[config.mk]
export PLATFORM = sky130hd
export DESIGN_NAME = text_alpha_invert_fade_flat
export DESIGN_NICKNAME = d
export VERILOG_FILES = /design/src/taf_pkg.sv /design/src/taf_req_if.sv /design/src/taf_rsp_if.sv /design/src/taf_ctrl.sv /design/src/taf_datapath.sv /design/src/text_alpha_invert_fade.sv /design/src/flat_wrapper.sv
export VERILOG_INCLUDE_DIRS = /design/src /design/src/src
export SDC_FILE = /design/constraint.sdc
export NUM_CORES = 1
export LEC_CHECK = 0
export BUFFER_PORTS_ARGS = -buffer_cell sky130_fd_sc_hd__buf_4
export CORE_MARGIN = 3
export CORE_UTILIZATION = 45
export CTS_CLUSTER_SIZE = 24
export DETAILED_ROUTE_END_ITERATION = 7
export SYNTH_ARGS = -nofsm -noshare
export SYNTH_HDL_FRONTEND = slang
export SYNTH_SLANG_ARGS = --single-unit
[constraint.sdc]
create_clock -name clock -period 10.9 [get_ports clock]
set_input_delay 2.18 -clock clock [delete_from_list [all_inputs] [get_ports clock]]
set_output_delay 2.18 -clock clock [all_outputs]
set_load 0.005 [all_outputs]
[src/text_alpha_invert_fade_defines.svh]
// assertion macros shared by the text alpha invert and fade block
`ifndef TEXT_ALPHA_INVERT_FADE_DEFINES_SVH
`define TEXT_ALPHA_INVERT_FADE_DEFINES_SVH

// consequent checked in the same cycle as the antecedent
`define TAF_ASSERT_SAME(label, clk, rst, ante, cons, msg) \
   label: assert property (@(posedge clk) disable iff (rst) (ante) |-> (cons)) \
      else $error(msg);

// consequent checked in the cycle after the antecedent
`define TAF_ASSERT_NEXT(label, clk, rst, ante, cons, msg) \
   label: assert property (@(posedge clk) disable iff (rst) (ante) |=> (cons)) \
      else $error(msg);

`endif

[src/taf_pkg.sv]
// types, codes and helper functions of the text alpha invert and fade block
`default_nettype none

package taf_pkg;

   localparam int PIXEL_W      = 32;
   localparam int CSR_IDX_W    = 2;
   localparam int CSR_DATA_W   = 18;
   localparam int REGION_MIN   = 2;
   localparam int REGION_RESET = 131072;

   // quotient bits of one fade division and steps of the shared divider
   localparam int Q_BITS    = 6;
   localparam int QIDX_W    = 3;
   localparam int DIV_STEPS = 2 * Q_BITS;
   localparam int STEP_W    = 4;

   localparam logic [PIXEL_W-1:0] ALPHA8_MASK = 32'hff00_0000;
   localparam logic [15:0]        ALPHA4_MASK = 16'hf000;

   localparam logic [CSR_IDX_W-1:0] CSR_PIXEL_FORMAT   = 2'd0;
   localparam logic [CSR_IDX_W-1:0] CSR_GENTLE_FALLOFF = 2'd1;
   localparam logic [CSR_IDX_W-1:0] CSR_REGION_BYTES   = 2'd2;

   typedef enum logic [1:0] {
      FMT_ARGB8888    = 2'd0,
      FMT_ARGB1555    = 2'd1,
      FMT_ARGB4444    = 2'd2,
      FMT_UNSUPPORTED = 2'd3
   } taf_fmt_type;

   typedef enum logic [1:0] {
      ST_IDLE,
      ST_PREP,
      ST_DIV,
      ST_PUSH
   } taf_state_type;

   typedef struct packed {
      logic              capture;
      logic              prep;
      logic              div_step;
      logic              div_first;
      logic              div_green;
      logic [QIDX_W-1:0] div_bit;
      logic              push;
   } taf_cmd_type;

   typedef struct packed {
      logic needs_div;
      logic out_free;
   } taf_sts_type;

   // floor(q / 3) for q below 64
   function automatic logic [Q_BITS-1:0] taf_div3(input logic [Q_BITS-1:0] q);
      logic [12:0] prod;
      prod = q * 7'd43;
      return prod[12:7];
   endfunction

   // second stage of the fade: quarter, third or half of the quotient
   function automatic logic [Q_BITS-1:0] taf_fade_dec(input logic [Q_BITS-1:0] q,
                                                      input logic gentle,
                                                      input logic red_dom);
      logic [Q_BITS-1:0] dec;
      if (gentle) begin
         dec = q >> 2;
      end else if (red_dom) begin
         dec = taf_div3(q);
      end else begin
         dec = q >> 1;
      end
      return dec;
   endfunction

endpackage

`default_nettype wire

[src/taf_req_if.sv]
// request channel carrying one input pixel
`default_nettype none

interface taf_req_if;
   logic        valid;
   logic        ready;
   logic [31:0] pixel_in;

   modport source (output valid, output pixel_in, input ready);
   modport sink (input valid, input pixel_in, output ready);
endinterface

`default_nettype wire

[src/taf_rsp_if.sv]
// response channel carrying one processed pixel and its flags
`default_nettype none

interface taf_rsp_if;
   logic        valid;
   logic        ready;
   logic [31:0] pixel_out;
   logic        region_last;
   logic        format_error;

   modport source (output valid, output pixel_out, output region_last,
                   output format_error, input ready);
   modport sink (input valid, input pixel_out, input region_last,
                 input format_error, output ready);
endinterface

`default_nettype wire

[src/taf_ctrl.sv]
// controller state machine sequencing capture, divide and hand-off
`default_nettype none

module taf_ctrl (
   input  wire logic                 clock,
   input  wire logic                 reset,
   input  wire logic                 req_valid,
   output logic                      req_ready,
   input  wire taf_pkg::taf_sts_type sts,
   output taf_pkg::taf_cmd_type      cmd
);
   import taf_pkg::*;

   taf_state_type     state_ff, state_in;
   logic [STEP_W-1:0] step_ff, step_in;
   logic [STEP_W-1:0] bit_full;
   logic              green;

   always_ff @(posedge clock) begin
      if (reset) begin
         state_ff <= ST_IDLE;
         step_ff  <= '0;
      end else begin
         state_ff <= state_in;
         step_ff  <= step_in;
      end
   end

   assign green    = (step_ff >= STEP_W'(Q_BITS));
   assign bit_full = green ? (STEP_W'(DIV_STEPS - 1) - step_ff)
                           : (STEP_W'(Q_BITS - 1) - step_ff);

   always_comb begin
      state_in  = state_ff;
      step_in   = step_ff;
      req_ready = 1'b0;
      cmd       = '0;
      case (state_ff)
         ST_IDLE: begin
            req_ready   = 1'b1;
            cmd.capture = req_valid;
            if (req_valid) begin
               state_in = ST_PREP;
            end
         end
         ST_PREP: begin
            cmd.prep = 1'b1;
            step_in  = '0;
            state_in = sts.needs_div ? ST_DIV : ST_PUSH;
         end
         ST_DIV: begin
            cmd.div_step  = 1'b1;
            cmd.div_green = green;
            cmd.div_first = (step_ff == '0) || (step_ff == STEP_W'(Q_BITS));
            cmd.div_bit   = bit_full[QIDX_W-1:0];
            step_in       = step_ff + 1'b1;
            if (step_ff == STEP_W'(DIV_STEPS - 1)) begin
               state_in = ST_PUSH;
            end
         end
         ST_PUSH: begin
            if (sts.out_free) begin
               cmd.push = 1'b1;
               state_in = ST_IDLE;
            end
         end
         default: begin
            state_in = ST_IDLE;
         end
      endcase
   end

endmodule

`default_nettype wire

[src/taf_datapath.sv]
// datapath: byte offset, fade products, shared restoring divider, output register
`default_nettype none

module taf_datapath #(
   parameter int MAX_REGION_BYTES = 131072,
   localparam int R_W = $clog2(MAX_REGION_BYTES + 1),
   localparam int P_W = $clog2(MAX_REGION_BYTES)
) (
   input  wire logic                 clock,
   input  wire logic                 reset,
   input  wire taf_pkg::taf_cmd_type cmd,
   output taf_pkg::taf_sts_type      sts,
   input  wire logic [31:0]          req_pixel,
   input  wire taf_pkg::taf_fmt_type fmt,
   input  wire logic                 gentle,
   input  wire logic [R_W-1:0]       region,
   taf_rsp_if.source                 rsp
);
   import taf_pkg::*;

   localparam int DW = R_W + Q_BITS;

   logic [PIXEL_W-1:0] pix_ff;
   logic [P_W-1:0]     pos_ff;
   logic [P_W-1:0]     off_ff;
   logic [DW-1:0]      prod_dom_ff, prod_grn_ff;
   logic [DW-1:0]      rem_ff, rem_in;
   logic [Q_BITS-1:0]  q_ff, q_in, q_dom_ff;
   logic               rsp_valid_ff, rsp_valid_in;
   logic [PIXEL_W-1:0] rsp_pixel_ff;
   logic               rsp_last_ff, rsp_err_ff;

   logic [4:0]         red, grn, blu, dom_c;
   logic               red_dom, dbl;
   logic [P_W+4:0]     mul_dom, mul_grn;
   logic [P_W+5:0]     sh_dom, sh_grn;
   logic [DW-1:0]      rem_cur, divisor;
   logic               ge;
   logic [Q_BITS-1:0]  dec_dom, dec_grn;
   logic [5:0]         new_dom, new_grn;
   logic [PIXEL_W-1:0] faded, result;
   logic [2:0]         step, span;
   logic [R_W:0]       end_sum;
   logic [P_W:0]       adv;
   logic               last, is_unsup;

   assign red     = pix_ff[14:10];
   assign grn     = pix_ff[9:5];
   assign blu     = pix_ff[4:0];
   assign red_dom = (red >= blu);
   assign dom_c   = red_dom ? red : blu;
   assign dbl     = !gentle && red_dom;

   assign mul_dom = dom_c * off_ff;
   assign mul_grn = grn * off_ff;
   assign sh_dom  = dbl ? {mul_dom, 1'b0} : {1'b0, mul_dom};
   assign sh_grn  = dbl ? {mul_grn, 1'b0} : {1'b0, mul_grn};

   // one restoring step per cycle, quotient known to stay below 64
   assign rem_cur = cmd.div_first ? (cmd.div_green ? prod_grn_ff : prod_dom_ff) : rem_ff;
   assign divisor = DW'(region) << cmd.div_bit;
   assign ge      = (rem_cur >= divisor);
   assign rem_in  = ge ? (rem_cur - divisor) : rem_cur;

   always_comb begin
      q_in = cmd.div_first ? '0 : q_ff;
      q_in[cmd.div_bit] = ge;
   end

   // the fade never takes more than the channel holds
   assign dec_dom = taf_fade_dec(q_dom_ff, gentle, red_dom);
   assign dec_grn = taf_fade_dec(q_ff, gentle, red_dom);
   assign new_dom = {1'b0, dom_c} - dec_dom;
   assign new_grn = {1'b0, grn} - dec_grn;
   assign faded   = {16'h0000, 1'b1, red_dom ? new_dom[4:0] : red, new_grn[4:0],
                     red_dom ? blu : new_dom[4:0]};

   always_comb begin
      is_unsup = 1'b0;
      case (fmt)
         FMT_ARGB8888: begin
            result = pix_ff ^ ALPHA8_MASK;
            step   = 3'd4;
            span   = 3'd7;
         end
         FMT_ARGB4444: begin
            result = {16'h0000, pix_ff[15:0] ^ ALPHA4_MASK};
            step   = 3'd2;
            span   = 3'd3;
         end
         FMT_ARGB1555: begin
            result = pix_ff[15] ? '0 : faded;
            step   = 3'd2;
            span   = 3'd2;
         end
         default: begin
            result   = pix_ff;
            step     = 3'd0;
            span     = 3'd0;
            is_unsup = 1'b1;
         end
      endcase
   end

   assign end_sum = (R_W + 1)'(off_ff) + (R_W + 1)'(span);
   assign last    = (end_sum >= (R_W + 1)'(region));
   assign adv     = (P_W + 1)'(off_ff) + (P_W + 1)'(step);

   assign sts.needs_div = (fmt == FMT_ARGB1555) && !pix_ff[15];
   assign sts.out_free  = !rsp_valid_ff || rsp.ready;

   always_comb begin
      rsp_valid_in = rsp_valid_ff;
      if (cmd.push) begin
         rsp_valid_in = 1'b1;
      end else if (rsp.ready) begin
         rsp_valid_in = 1'b0;
      end
   end

   always_ff @(posedge clock) begin
      if (reset) begin
         pos_ff       <= '0;
         rsp_valid_ff <= 1'b0;
      end else begin
         rsp_valid_ff <= rsp_valid_in;
         if (cmd.push && !is_unsup) begin
            pos_ff <= last ? '0 : adv[P_W-1:0];
         end
      end
   end

   always_ff @(posedge clock) begin
      if (cmd.capture) begin
         pix_ff <= req_pixel;
         off_ff <= (R_W'(pos_ff) < region) ? pos_ff : '0;
      end
      if (cmd.prep) begin
         prod_dom_ff <= DW'(sh_dom);
         prod_grn_ff <= DW'(sh_grn);
      end
      if (cmd.div_step) begin
         rem_ff <= rem_in;
         q_ff   <= q_in;
         if (cmd.div_first && cmd.div_green) begin
            q_dom_ff <= q_ff;
         end
      end
      if (cmd.push) begin
         rsp_pixel_ff <= result;
         rsp_last_ff  <= last && !is_unsup;
         rsp_err_ff   <= is_unsup;
      end
   end

   assign rsp.valid        = rsp_valid_ff;
   assign rsp.pixel_out    = rsp_pixel_ff;
   assign rsp.region_last  = rsp_last_ff;
   assign rsp.format_error = rsp_err_ff;

endmodule

`default_nettype wire

[src/text_alpha_invert_fade.sv]
// top level: configuration registers, controller and datapath
//
//   channel   direction  handshake        payload
//   req_chan  in         valid / ready    pixel_in[31:0]
//   rsp_chan  out        valid / ready    pixel_out[31:0], region_last, format_error
//   csr_*     in         csr_wr_en only   csr_index[1:0], csr_wr_data[17:0]
//
// a request passes capture, prep and hand-off before the next acceptance, and the divider too
// for an ARGB1555 pixel with its alpha bit clear: it runs 6 steps for each of two channels.
// reset is synchronous, clears the byte offset and the controller and sets the configuration to its defaults.
// a finished result waits in the output register; the next request is taken meanwhile,
// and only its hand-off waits until the held result is taken.
`default_nettype none
`include "text_alpha_invert_fade_defines.svh"

module text_alpha_invert_fade #(
   parameter int MAX_REGION_BYTES = 131072
) (
   input  wire logic                             clock,
   input  wire logic                             reset,
   taf_req_if.sink                               req_chan,
   taf_rsp_if.source                             rsp_chan,
   input  wire logic                             csr_wr_en,
   input  wire logic [taf_pkg::CSR_IDX_W-1:0]    csr_index,
   input  wire logic [taf_pkg::CSR_DATA_W-1:0]   csr_wr_data
);
   import taf_pkg::*;

   localparam int R_W        = $clog2(MAX_REGION_BYTES + 1);
   localparam int REGION_RST = (REGION_RESET > MAX_REGION_BYTES) ? MAX_REGION_BYTES
                                                                 : REGION_RESET;

   taf_fmt_type  fmt_ff;
   logic         gentle_ff;
   logic [R_W-1:0] region_ff, region_wr;
   taf_cmd_type  cmd;
   taf_sts_type  sts;
   logic         req_ready;

   // region size is clamped when written
   always_comb begin
      if (csr_wr_data < CSR_DATA_W'(REGION_MIN)) begin
         region_wr = R_W'(REGION_MIN);
      end else if (32'(csr_wr_data) > 32'(MAX_REGION_BYTES)) begin
         region_wr = R_W'(MAX_REGION_BYTES);
      end else begin
         region_wr = R_W'(csr_wr_data);
      end
   end

   always_ff @(posedge clock) begin
      if (reset) begin
         fmt_ff    <= FMT_ARGB1555;
         gentle_ff <= 1'b0;
         region_ff <= R_W'(REGION_RST);
      end else if (csr_wr_en) begin
         case (csr_index)
            CSR_PIXEL_FORMAT:   fmt_ff    <= taf_fmt_type'(csr_wr_data[1:0]);
            CSR_GENTLE_FALLOFF: gentle_ff <= csr_wr_data[0];
            CSR_REGION_BYTES:   region_ff <= region_wr;
            default: begin
            end
         endcase
      end
   end

   assign req_chan.ready = req_ready;

   taf_ctrl u_ctrl (
      .clock     (clock),
      .reset     (reset),
      .req_valid (req_chan.valid),
      .req_ready (req_ready),
      .sts       (sts),
      .cmd       (cmd)
   );

   taf_datapath #(
      .MAX_REGION_BYTES (MAX_REGION_BYTES)
   ) u_datapath (
      .clock     (clock),
      .reset     (reset),
      .cmd       (cmd),
      .sts       (sts),
      .req_pixel (req_chan.pixel_in),
      .fmt       (fmt_ff),
      .gentle    (gentle_ff),
      .region    (region_ff),
      .rsp       (rsp_chan)
   );

   `TAF_ASSERT_NEXT(a_busy_after_accept, clock, reset, req_chan.valid && req_ready, !req_ready, "request taken while busy")
   `TAF_ASSERT_SAME(a_push_when_free, clock, reset, cmd.push, sts.out_free, "result overwrote a held result")
   `TAF_ASSERT_SAME(a_err_not_last, clock, reset, rsp_chan.valid && rsp_chan.format_error, !rsp_chan.region_last, "format error flagged as region end")

endmodule

`default_nettype wire
[src/flat_wrapper.sv]
// flat-port wrapper written by rule: the top's interface ports become plain ports
module text_alpha_invert_fade_flat import taf_pkg::*;
#(
   parameter int MAX_REGION_BYTES = 131072
)
  (clock, reset, csr_wr_en, csr_index, csr_wr_data, req_chan_valid, req_chan_pixel_in, req_chan_ready, rsp_chan_valid, rsp_chan_pixel_out, rsp_chan_region_last, rsp_chan_format_error, rsp_chan_ready);
  taf_req_if req_chan_i ();
  taf_rsp_if rsp_chan_i ();
  input  wire logic clock;
  input  wire logic reset;
  input  wire logic csr_wr_en;
  input  wire logic [taf_pkg::CSR_IDX_W-1:0] csr_index;
  input  wire logic [taf_pkg::CSR_DATA_W-1:0] csr_wr_data;
  input wire logic [$bits(req_chan_i.valid)-1:0] req_chan_valid;
  input wire logic [$bits(req_chan_i.pixel_in)-1:0] req_chan_pixel_in;
  output wire logic [$bits(req_chan_i.ready)-1:0] req_chan_ready;
  output wire logic [$bits(rsp_chan_i.valid)-1:0] rsp_chan_valid;
  output wire logic [$bits(rsp_chan_i.pixel_out)-1:0] rsp_chan_pixel_out;
  output wire logic [$bits(rsp_chan_i.region_last)-1:0] rsp_chan_region_last;
  output wire logic [$bits(rsp_chan_i.format_error)-1:0] rsp_chan_format_error;
  input wire logic [$bits(rsp_chan_i.ready)-1:0] rsp_chan_ready;
  assign req_chan_i.valid = req_chan_valid;
  assign req_chan_i.pixel_in = req_chan_pixel_in;
  assign req_chan_ready = req_chan_i.ready;
  assign rsp_chan_valid = rsp_chan_i.valid;
  assign rsp_chan_pixel_out = rsp_chan_i.pixel_out;
  assign rsp_chan_region_last = rsp_chan_i.region_last;
  assign rsp_chan_format_error = rsp_chan_i.format_error;
  assign rsp_chan_i.ready = rsp_chan_ready;
  text_alpha_invert_fade #(.MAX_REGION_BYTES(MAX_REGION_BYTES)) u_core (.clock(clock), .reset(reset), .req_chan(req_chan_i), .rsp_chan(rsp_chan_i), .csr_wr_en(csr_wr_en), .csr_index(csr_index), .csr_wr_data(csr_wr_data));
endmodule
**Word-level counts from Yosys, hierarchy flattened**

Index checks and enable logic that the tools add are counted.
W data, S select, Z words.

- Register bits: 210
- Input bits: 57
- Word-level logic and storage cells: 120

- $add $sub $neg: 8
- $mul: 4
- $lt $le $gt $ge: 9
- Eq/ne operators: 12
- Shift-type cells: 1
- Mux-type cells: 39
- Bitwise logic cells: 2
- Reductions and logical operators: 24

Operator list:

| operator | count |
|---|---|
| $pmux W32 S3 | 1 |
| $mux W24 | 2 |
| $mul A5 B17 Y22 | 2 |
| $mux W22 | 2 |
| $mux W18 | 2 |
| $mux W5 | 7 |
| $ge A24 B24 Y1 | 1 |
| $mul A6 B6 Y12 const B | 2 |
| $shl A18 B3 Y24 | 1 |
| $sub A24 B24 Y24 | 1 |
| $mux W23 | 1 |
| $add A17 B3 Y18 | 1 |
| $ge A18 B18 Y1 | 1 |
| $gt A18 B18 Y1 const B | 1 |
| $lt A17 B18 Y1 | 1 |
| $lt A18 B2 Y1 const B | 1 |
| $add A17 B3 Y17 | 1 |
| $mux W17 | 1 |
| $mux W16 | 1 |
| $mux W6 | 2 |
| $mux W1 | 10 |
| $sub A5 B5 Y5 | 2 |
| $pmux W3 S3 | 1 |
| $eq A2 B2 Y1 const B | 4 |
| 31 further kinds | 50 |

**Longest topological paths before layout**

Gate-level depths: netlist of run 1.

- Depth in word-level cells: 8
- Gate-level depth with buffers: 27
- Gate-level depth less buffers: 25

**By module**

From an unflattened synthesis of run 1, not the netlist that was laid out.

- Cells, all modules: 2074
- Area, all modules: 19246.0 um^2

Modules (own cells, without submodules):

| module | instances | cells each | area an instance (um^2) | seq. area each (um^2) |
|---|---|---|---|---|
| taf_datapath | 1 | 1912 | 17822.1 | 5315.1 |
| text_alpha_invert_fade | 1 | 99 | 908.4 | 420.4 |
| taf_ctrl | 1 | 63 | 515.5 | 120.1 |

**Least setup slack after synthesis of run 1**

Ideal clock, no wire load.

- Kind: register -> register
- From: reg u_core.u_datapath.pix_ff[0]
- To: reg u_core.u_datapath.prod_dom_ff[15], data pin
- Arrival time: 5.690 ns
- Required time: 10.640 ns
- Slack: 4.951 ns
- Stages on the path, launching flop included: 23
- Cells stage by stage: edfxtp_1 > ha_1 > nand2b_1 > a21o_1 > a21oi_1 > o21ai_0 > a21oi_1 > clkbuf_1 > nor2_1 > fa_1 > fa_1 > inv_1 > fa_1 > inv_1 > ha_1 > a2111oi_0 > o21ai_0 > a31oi_1 > nor2_1 > a311o_1 > a21oi_1 > xnor2_1 > mux2_2

- Longest elaborated chain between the ends: 4
- Elaborated cells on any way between the ends: 5

Ends and longest elaborated chain:

| item | RTL line | RTL |
|---|---|---|
| from (decl) | taf_datapath.sv:23 | `logic [PIXEL_W-1:0] pix_ff;` |
| from (signal assigned) | taf_datapath.sv:135 | `pix_ff <= req_pixel;` |
| $ge A5 B5 Y1 | taf_datapath.sv:50 | `assign red_dom = (red >= blu);` |
| $mux W5 | taf_datapath.sv:51 | `assign dom_c = red_dom ? red : blu;` |
| $mul A5 B17 Y22 | taf_datapath.sv:54 | `assign mul_dom = dom_c * off_ff;` |
| $mux W22 * | taf_datapath.sv:56 | `assign sh_dom = dbl ? {mul_dom, 1'b0} : {1'b0, mul_dom};` |
| named net u_core.u_datapath.sh_dom[15] | taf_datapath.sv:36 | `logic [P_W+5:0] sh_dom, sh_grn;` |
| to (signal assigned) | taf_datapath.sv:139 | `prod_dom_ff <= DW'(sh_dom);` |
| to (decl) | taf_datapath.sv:26 | `logic [DW-1:0] prod_dom_ff, prod_grn_ff;` |

Mark *: on every way through the listed nets, which the timed path passes. The rest lies on a longest branch.
A chain may end at the register's enable or synchronous reset.

**Worst setup path in the final report of run 1**

- From: reg u_core.u_datapath.pix_ff[0]
- To: reg u_core.u_datapath.prod_dom_ff[21], data pin

Same word-level chain as after synthesis.

==> summary.txt, run 1 <==
Root Driver: clkbuf_16
Syn Nets: 2370
cell area after layout: 20600 sq um
Initial Util: 46.2%
CP arrival: 7.15 ns
RePlAce Congestion: 0.897
#FFs+latches synth: 210
Area Growth Syn to Fin: 10.6%
Seq/Total Area, Yosys: 31.4%
Ys Warns: 0
Final min period: 6.88 ns
PortBufs: 92
startpoint types: register
detailed placement HPWL: 36.9 mm
Final Skew: 0.0136 ns
vias in the first global route: 14500
Worst Path Required: 11.17 ns
fmax: 145 MHz
drt first pass iters: 5
die area: 43900 sq um
status: finished clean
number of synthesized flops with an enable pin: 165
cell count after synthesis: 2011
WL/cell: 18.4 microns
end of the critical path: u_core.u_datapath.prod_dom_ff[21]
power density over the cells: 363 nW/um^2
Slew Viols, Final: 0
vias: 14400
H-tree depth: 1
Core Region: 40300 sq um
Most used DFF post-synth: edfxtp_1
# setup viols final: 0
die width: 209 microns
crit path capture type: register
final layout net count: 2420
cts hold-fix bufs: 0
clock sinks: 210
WL final: 48.0 mm
# rows: 73
R2R Path Start: u_core.u_datapath.pix_ff[0]
Max VDD drop: 0.213 mV
Placed Area: 19800 sq um
clk_lat worst skew: 0.54 ns
Num CTS Buffers: 25
Max clock buf depth: 3
RSZ-0062 raised after global routing: no
DRC viols: 0
Post-Syn Area: 18600 sq um
WHS Path Cells: 1
Tightest Pin Transition: 1.23 ns
Synth Area per Inst: 9.26 sq um
post-CTS sizing: 0
Max-slew headroom: 17.5%
crit-path max FO: 18
DR iter-0 viols: 904
post-synth top area share: 26.6%
I/O Pins: 93
Worst R2R Setup Slack: 4.02 ns
Global Route Usage Sum: 22.2%
reg2reg end: u_core.u_datapath.prod_dom_ff[21]
fin crit share: 63.1%
CTS tree: built
Antenna Nets Post-Route: 0
final core occ: 51.1%
grt ovf: 0
Worst Setup Path Type: register to register
largest cells by area after synthesis: edfxtp_1 (27%), ha_1 (13%), fa_1 (11%), nand2_1 (5.0%), dfxtp_1 (4.8%)
ratio of cells with drive above 1 in the final layout: 8.75%
initial antenna violation count: 0
worst reg-to-reg path cell count: 21
global-route wire length before repair: 79.1 mm
top-count cell post-synth: nand2_1
Clock transition at path regs: 0.06 ns
top cell type by total area after synthesis: edfxtp_1
n_diodes: 0
largest net degree at the start of global routing: 54
synth cell count leaders: nand2_1 (249), inv_1 (204), ha_1 (199)
Post-synth ARST share: 0%
P_leak: 9.14 nW
final hold violations: 0
Hold WS: 0.511 ns
Synth cell types: 74
hold crit path type: register to register
vias per inst: 5.53
Post-CTS Setup Inserts: 0
setup tns final: 0 ns
CP Launch Point: u_core.u_datapath.pix_ff[0]
maxcap violations: 0
Vert. Die Dim: 209 microns
==> cell type report <==
| type | count | area (sq um) |
|---|---|---|
| Inverter | 204 | 766 |
| Clock inverter | 8 | 98.8 |
| Multi-Input combinational cell | 1510 | 11700 |
| Timing Repair Buffer | 110 | 826 |
| Sequential cell | 210 | 5860 |
| Clock buffer | 38 | 734 |
| Tap cell | 525 | 657 |
| Fill cell | 3785 | 19700 |
==> worst min-delay path by stage <==
stage          slack [ns]                           end                    startpoint
6_report             0.51  u_core.u_datapath.pos_ff[13]  u_core.u_datapath.pos_ff[13]
5_1_grt              0.53  u_core.u_datapath.pos_ff[13]  u_core.u_datapath.pos_ff[13]
4_1_cts              0.51   u_core.u_datapath.pos_ff[0]   u_core.u_datapath.pos_ff[0]
3_5_place_dp         0.49   u_core.u_datapath.pos_ff[6]   u_core.u_datapath.pos_ff[6]
2_1_floorplan        0.45   u_core.u_datapath.pos_ff[0]   u_core.u_datapath.pos_ff[0]
3_3_place_gp         0.47   u_core.u_datapath.pos_ff[0]   u_core.u_datapath.pos_ff[0]
==> critical path: stages (launching register included) <==
cell,delay [ns]
edfxtp_1,0.43
ha_1,0.31
nand2b_1,0.15
a21o_1,0.17
a21oi_1,0.21
o21ai_2,0.15
o21ai_1,0.96
and2_1,0.26
fa_1,0.45
fa_1,0.56
inv_1,0.06
fa_1,0.53
inv_1,0.05
ha_1,0.34
a2111oi_0,0.39
o21ai_0,0.27
a31oi_1,0.34
nor3b_1,0.13
o21ai_0,0.34
a31o_2,0.23
xor2_1,0.21
mux2i_1,0.10
==> flip-flops by register name, indices dropped and copies added (netlist names), 17 cells and up <==
signal / cells
u_core.u_datapath.pix_ff: 32
u_core.u_datapath.rsp.pixel_out: 32
u_core.u_datapath.rem_ff: 24
u_core.u_datapath.prod_dom_ff: 23
u_core.u_datapath.prod_grn_ff: 23
u_core.region_ff: 18
u_core.u_datapath.off_ff: 17
u_core.u_datapath.pos_ff: 17
==> stage by stage <==
step	power, W	std cells	setup WS (ns)
CTS	0.00754	2604	3.89
finish	0.00749	2605	4.02
global route	0.00833	2605	3.58
floorplan	0.00546	2011	4.95
global placement	0.00655	2558	4.15
detailed placement	0.00664	2558	3.94
==> cell families after synthesis <==
kind of cell | after synthesis | synth area share (%)
and+or+nand+nor | 649 | 16.3
AOI/OAI and AO/OA | 404 | 14.0
adders and majority gates | 302 | 24.4
buffers and inverters | 291 | 6.01
DFF | 210 | 31.4
xor gates and xnor gates | 100 | 4.70
muxes | 55 | 3.06
==> placed cells by master (no fill, tap or decap), types with 65 or more instances in the layout <==
| cell type | n |
|---|---|
| edfxtp_1 | 165 |
| ha_1 | 198 |
| and2_1 | 88 |
| buf_4 | 110 |
| a21oi_1 | 122 |
| xnor2_1 | 65 |
| inv_1 | 204 |
| nand2_1 | 249 |
| fa_1 | 103 |
| nor2_1 | 154 |
| o21ai_0 | 76 |
==> power by group <==
part / leakage [nW] / switching, W / internal (W)
logic: 6.81 / 0.00299 / 0.00212
clock network: 0.406 / 0.000342 / 0.000511
registers: 1.92 / 0.000190 / 0.00134
==> routing by layer <==
| layer | global-route usage [%] | part of all wire (%) | vias to the layer above |
|---|---|---|---|
| met5 | 0 | 0 | - |
| met4 | 6.42 | 2.8 | 0 |
| met3 | 2.53 | 4.6 | 68 |
| met1 | 30.3 | 45 | 7030 |
| li1 | - | - | 6996 |
| met2 | 37.3 | 48 | 317 |
Note: power is estimated with default switching activity, not from simulation.
==> run 2, diff against run 1 <==
--- a/config.mk
+++ b/config.mk
@@ -6,6 +6,7 @@
 export SDC_FILE = /design/constraint.sdc
 export NUM_CORES = 1
 export LEC_CHECK = 0
+export ABC_AREA = 1
 export BUFFER_PORTS_ARGS = -buffer_cell sky130_fd_sc_hd__buf_4
 export CORE_MARGIN = 3
 export CORE_UTILIZATION = 45
==> constraint.sdc (replaced) <==
create_clock -name clock -period 6.51 [get_ports clock]
set_input_delay 1.302 -clock clock [delete_from_list [all_inputs] [get_ports clock]]
set_output_delay 1.302 -clock clock [all_outputs]
set_load 0.005 [all_outputs]
==> summary.txt, run 2 <==
status: finished clean
Worst Path Required: 6.82 ns
Clock transition at path regs: 0.06 ns
crit-path max FO: 15
most frequent cells in the layout: nand2_1 (592), inv_1 (385), nor2_1 (262)
Post-CTS Setup Inserts: 0
synth cell count leaders: nand2_1 (592), inv_1 (386), nor2_1 (262)
DRC viols: 0
Final Skew: 0.0253 ns
Max-slew headroom: 30.9%
H-tree depth: 1
# rows: 76
crit path capture type: register
vias per inst: 5.34
drt first pass iters: 5
top-count cell post-synth: nand2_1
R2R Path Start: u_core.u_datapath.pix_ff[12]
final layout net count: 2973
CTS tree: built
Worst Setup Path Type: register to register
top cell type by total area after synthesis: edfxtp_1
Placed Area: 21000 sq um
global-route wire length before repair: 92.9 mm
final core occ: 50.5%
Synth cell types: 62
number of synthesized flops with an enable pin: 165
Area Growth Syn to Fin: 10.1%
die width: 216 microns
Max clock buf depth: 3
clock sinks: 210
vias in the first global route: 16900
CP arrival: 5.93 ns
I/O Pins: 93
CP Launch Point: u_core.u_datapath.pix_ff[12]
Initial Util: 45.9%
Core Region: 43500 sq um
WHS Path Cells: 2
RSZ-0062 raised after global routing: no
Tightest Pin Transition: 1.04 ns
Post-synth ARST share: 0%
startpoint types: register
worst reg-to-reg path cell count: 24
WL final: 58.9 mm
Syn Nets: 2915
met1 GRT Util: 35.3%
ratio of cells with drive above 1 in the final layout: 9.11%
PortBufs: 92
Most used DFF post-synth: edfxtp_1
met3 usage: 2.90%
Slew Viols, Final: 0
busiest metal layer after global routing: met2
Final min period: 5.63 ns
fill cell count: 4245
Global Route Usage Sum: 25.0%
# setup viols final: 0
end of the critical path: u_core.u_datapath.prod_dom_ff[16]
post-CTS sizing: 0
vias: 17200
initial antenna violation count: 1
met2 usage: 40.8%
Vert. Die Dim: 216 microns
cell area after layout: 21900 sq um
DR iter-0 viols: 1269
cell count after synthesis: 2556
hold crit path type: register to register
cts hold-fix bufs: 0
Ys Warns: 0
grt ovf: 0
post-synth top area share: 24.9%
Num CTS Buffers: 27
detailed placement HPWL: 46.6 mm
WL/cell: 18.3 microns
die area: 46800 sq um
Root Driver: clkbuf_16
Antenna Nets Post-Route: 0
largest net degree at the start of global routing: 50
most common cell after layout, fill and taps aside: nand2_1
n_diodes: 0
clk_lat worst skew: 0.57 ns
largest cells by area after synthesis: edfxtp_1 (25%), ha_1 (12%), nand2_1 (11%), fa_1 (10%), inv_1 (7.3%)
Seq/Total Area, Yosys: 29.4%
Worst R2R Setup Slack: 0.88 ns
fin crit share: 86.4%
reg2reg end: u_core.u_datapath.prod_dom_ff[16]
Post-Syn Area: 19900 sq um
setup tns final: 0 ns
maxcap violations: 0
RePlAce Congestion: 0.942
fmax: 178 MHz
#FFs+latches synth: 210
final hold violations: 0
Synth Area per Inst: 7.80 sq um
run 2: changes by cell type after synthesis, moves of 34 or more:
cell      previous run  this run
a21o_1              43         9
and2_1              89         2
clkbuf_1            68        26
inv_1              204       386
mux2i_1             40         2
nand2_1            249       592
nand3_1             20       113
nor2_1             156       262
nor2b_1             46         0
o21ai_0             77       121
xnor2_1             65        16
run 2: worst min path at each step:
stage	start	to	slack [ns]
final	u_core.region_ff[2]	u_core.region_ff[2]	0.47
after global routing	u_core.region_ff[2]	u_core.region_ff[2]	0.50
after CTS	u_core.region_ff[2]	u_core.region_ff[2]	0.48
after detailed placement	u_core.region_ff[2]	u_core.region_ff[2]	0.47
after floorplan	u_core.region_ff[14]	u_core.region_ff[14]	0.45
after global placement	u_core.region_ff[2]	u_core.region_ff[2]	0.46
run 2: cell families after synthesis:
family | share of synthesized area (%)
buffers and inverters | 9.72
multiplexers | 0.100
adder cells (fa/ha/maj) | 22.8
XOR/XNOR | 2.81
flip-flops | 29.4
AND/OR/NAND/NOR | 22.7
AO/OA/AOI/OAI | 12.4
run 2: layout make-up:
type,count,area (sq um),share of cell area [%]
timing repair buffer,108,811,3.69
clock inverter,19,206,0.941
clock buffer,31,691,3.15
sequential,210,5860,26.7
multi-input combinational,1864,12100,55.3
inverter,403,1510,6.89
tap,585,732,3.34
run 2: stage by stage:
| stage | cells | hold slack (ns) | setup WS (ns) |
|---|---|---|---|
| finish | 3220 | 0.470 | 0.885 |
| global route | 3220 | 0.499 | 0.553 |
| CTS | 3220 | 0.476 | 0.945 |
| detailed placement | 3170 | 0.467 | 0.978 |
| global placement | 3170 | 0.456 | 1.07 |
| floorplan | 2556 | 0.445 | 1.58 |
run 2: worst max-delay path, cell delays in order (launching register included):
cell and delay, ns:
edfxtp_1 0.45, ha_1 0.35, nand2_1 0.09, nand2_1 0.06
a21oi_2 0.16, nand3_2 0.19, nand2_1 0.13, o21ai_2 0.09
inv_1 0.41, nor2_1 0.12, fa_1 0.51, fa_1 0.55
inv_1 0.05, fa_1 0.53, inv_1 0.04, ha_1 0.36
nand2_1 0.09, nor2_1 0.22, a21o_1 0.21, nand2_1 0.06
nand2_1 0.14, a21oi_1 0.11, or2_2 0.30, nand3_1 0.07
nand2_1 0.08
run 2: per-layer routing:
layer / wire, microns / part of all wire (%)
met5: 0 / 0
met4: 1700 / 2.9
met3: 3700 / 6.3
met2: 26700 / 45
met1: 26800 / 45
Power of run 2 is not shown: default switching activity piles up to over one toggle a cycle in this logic, so the estimate is an artifact.
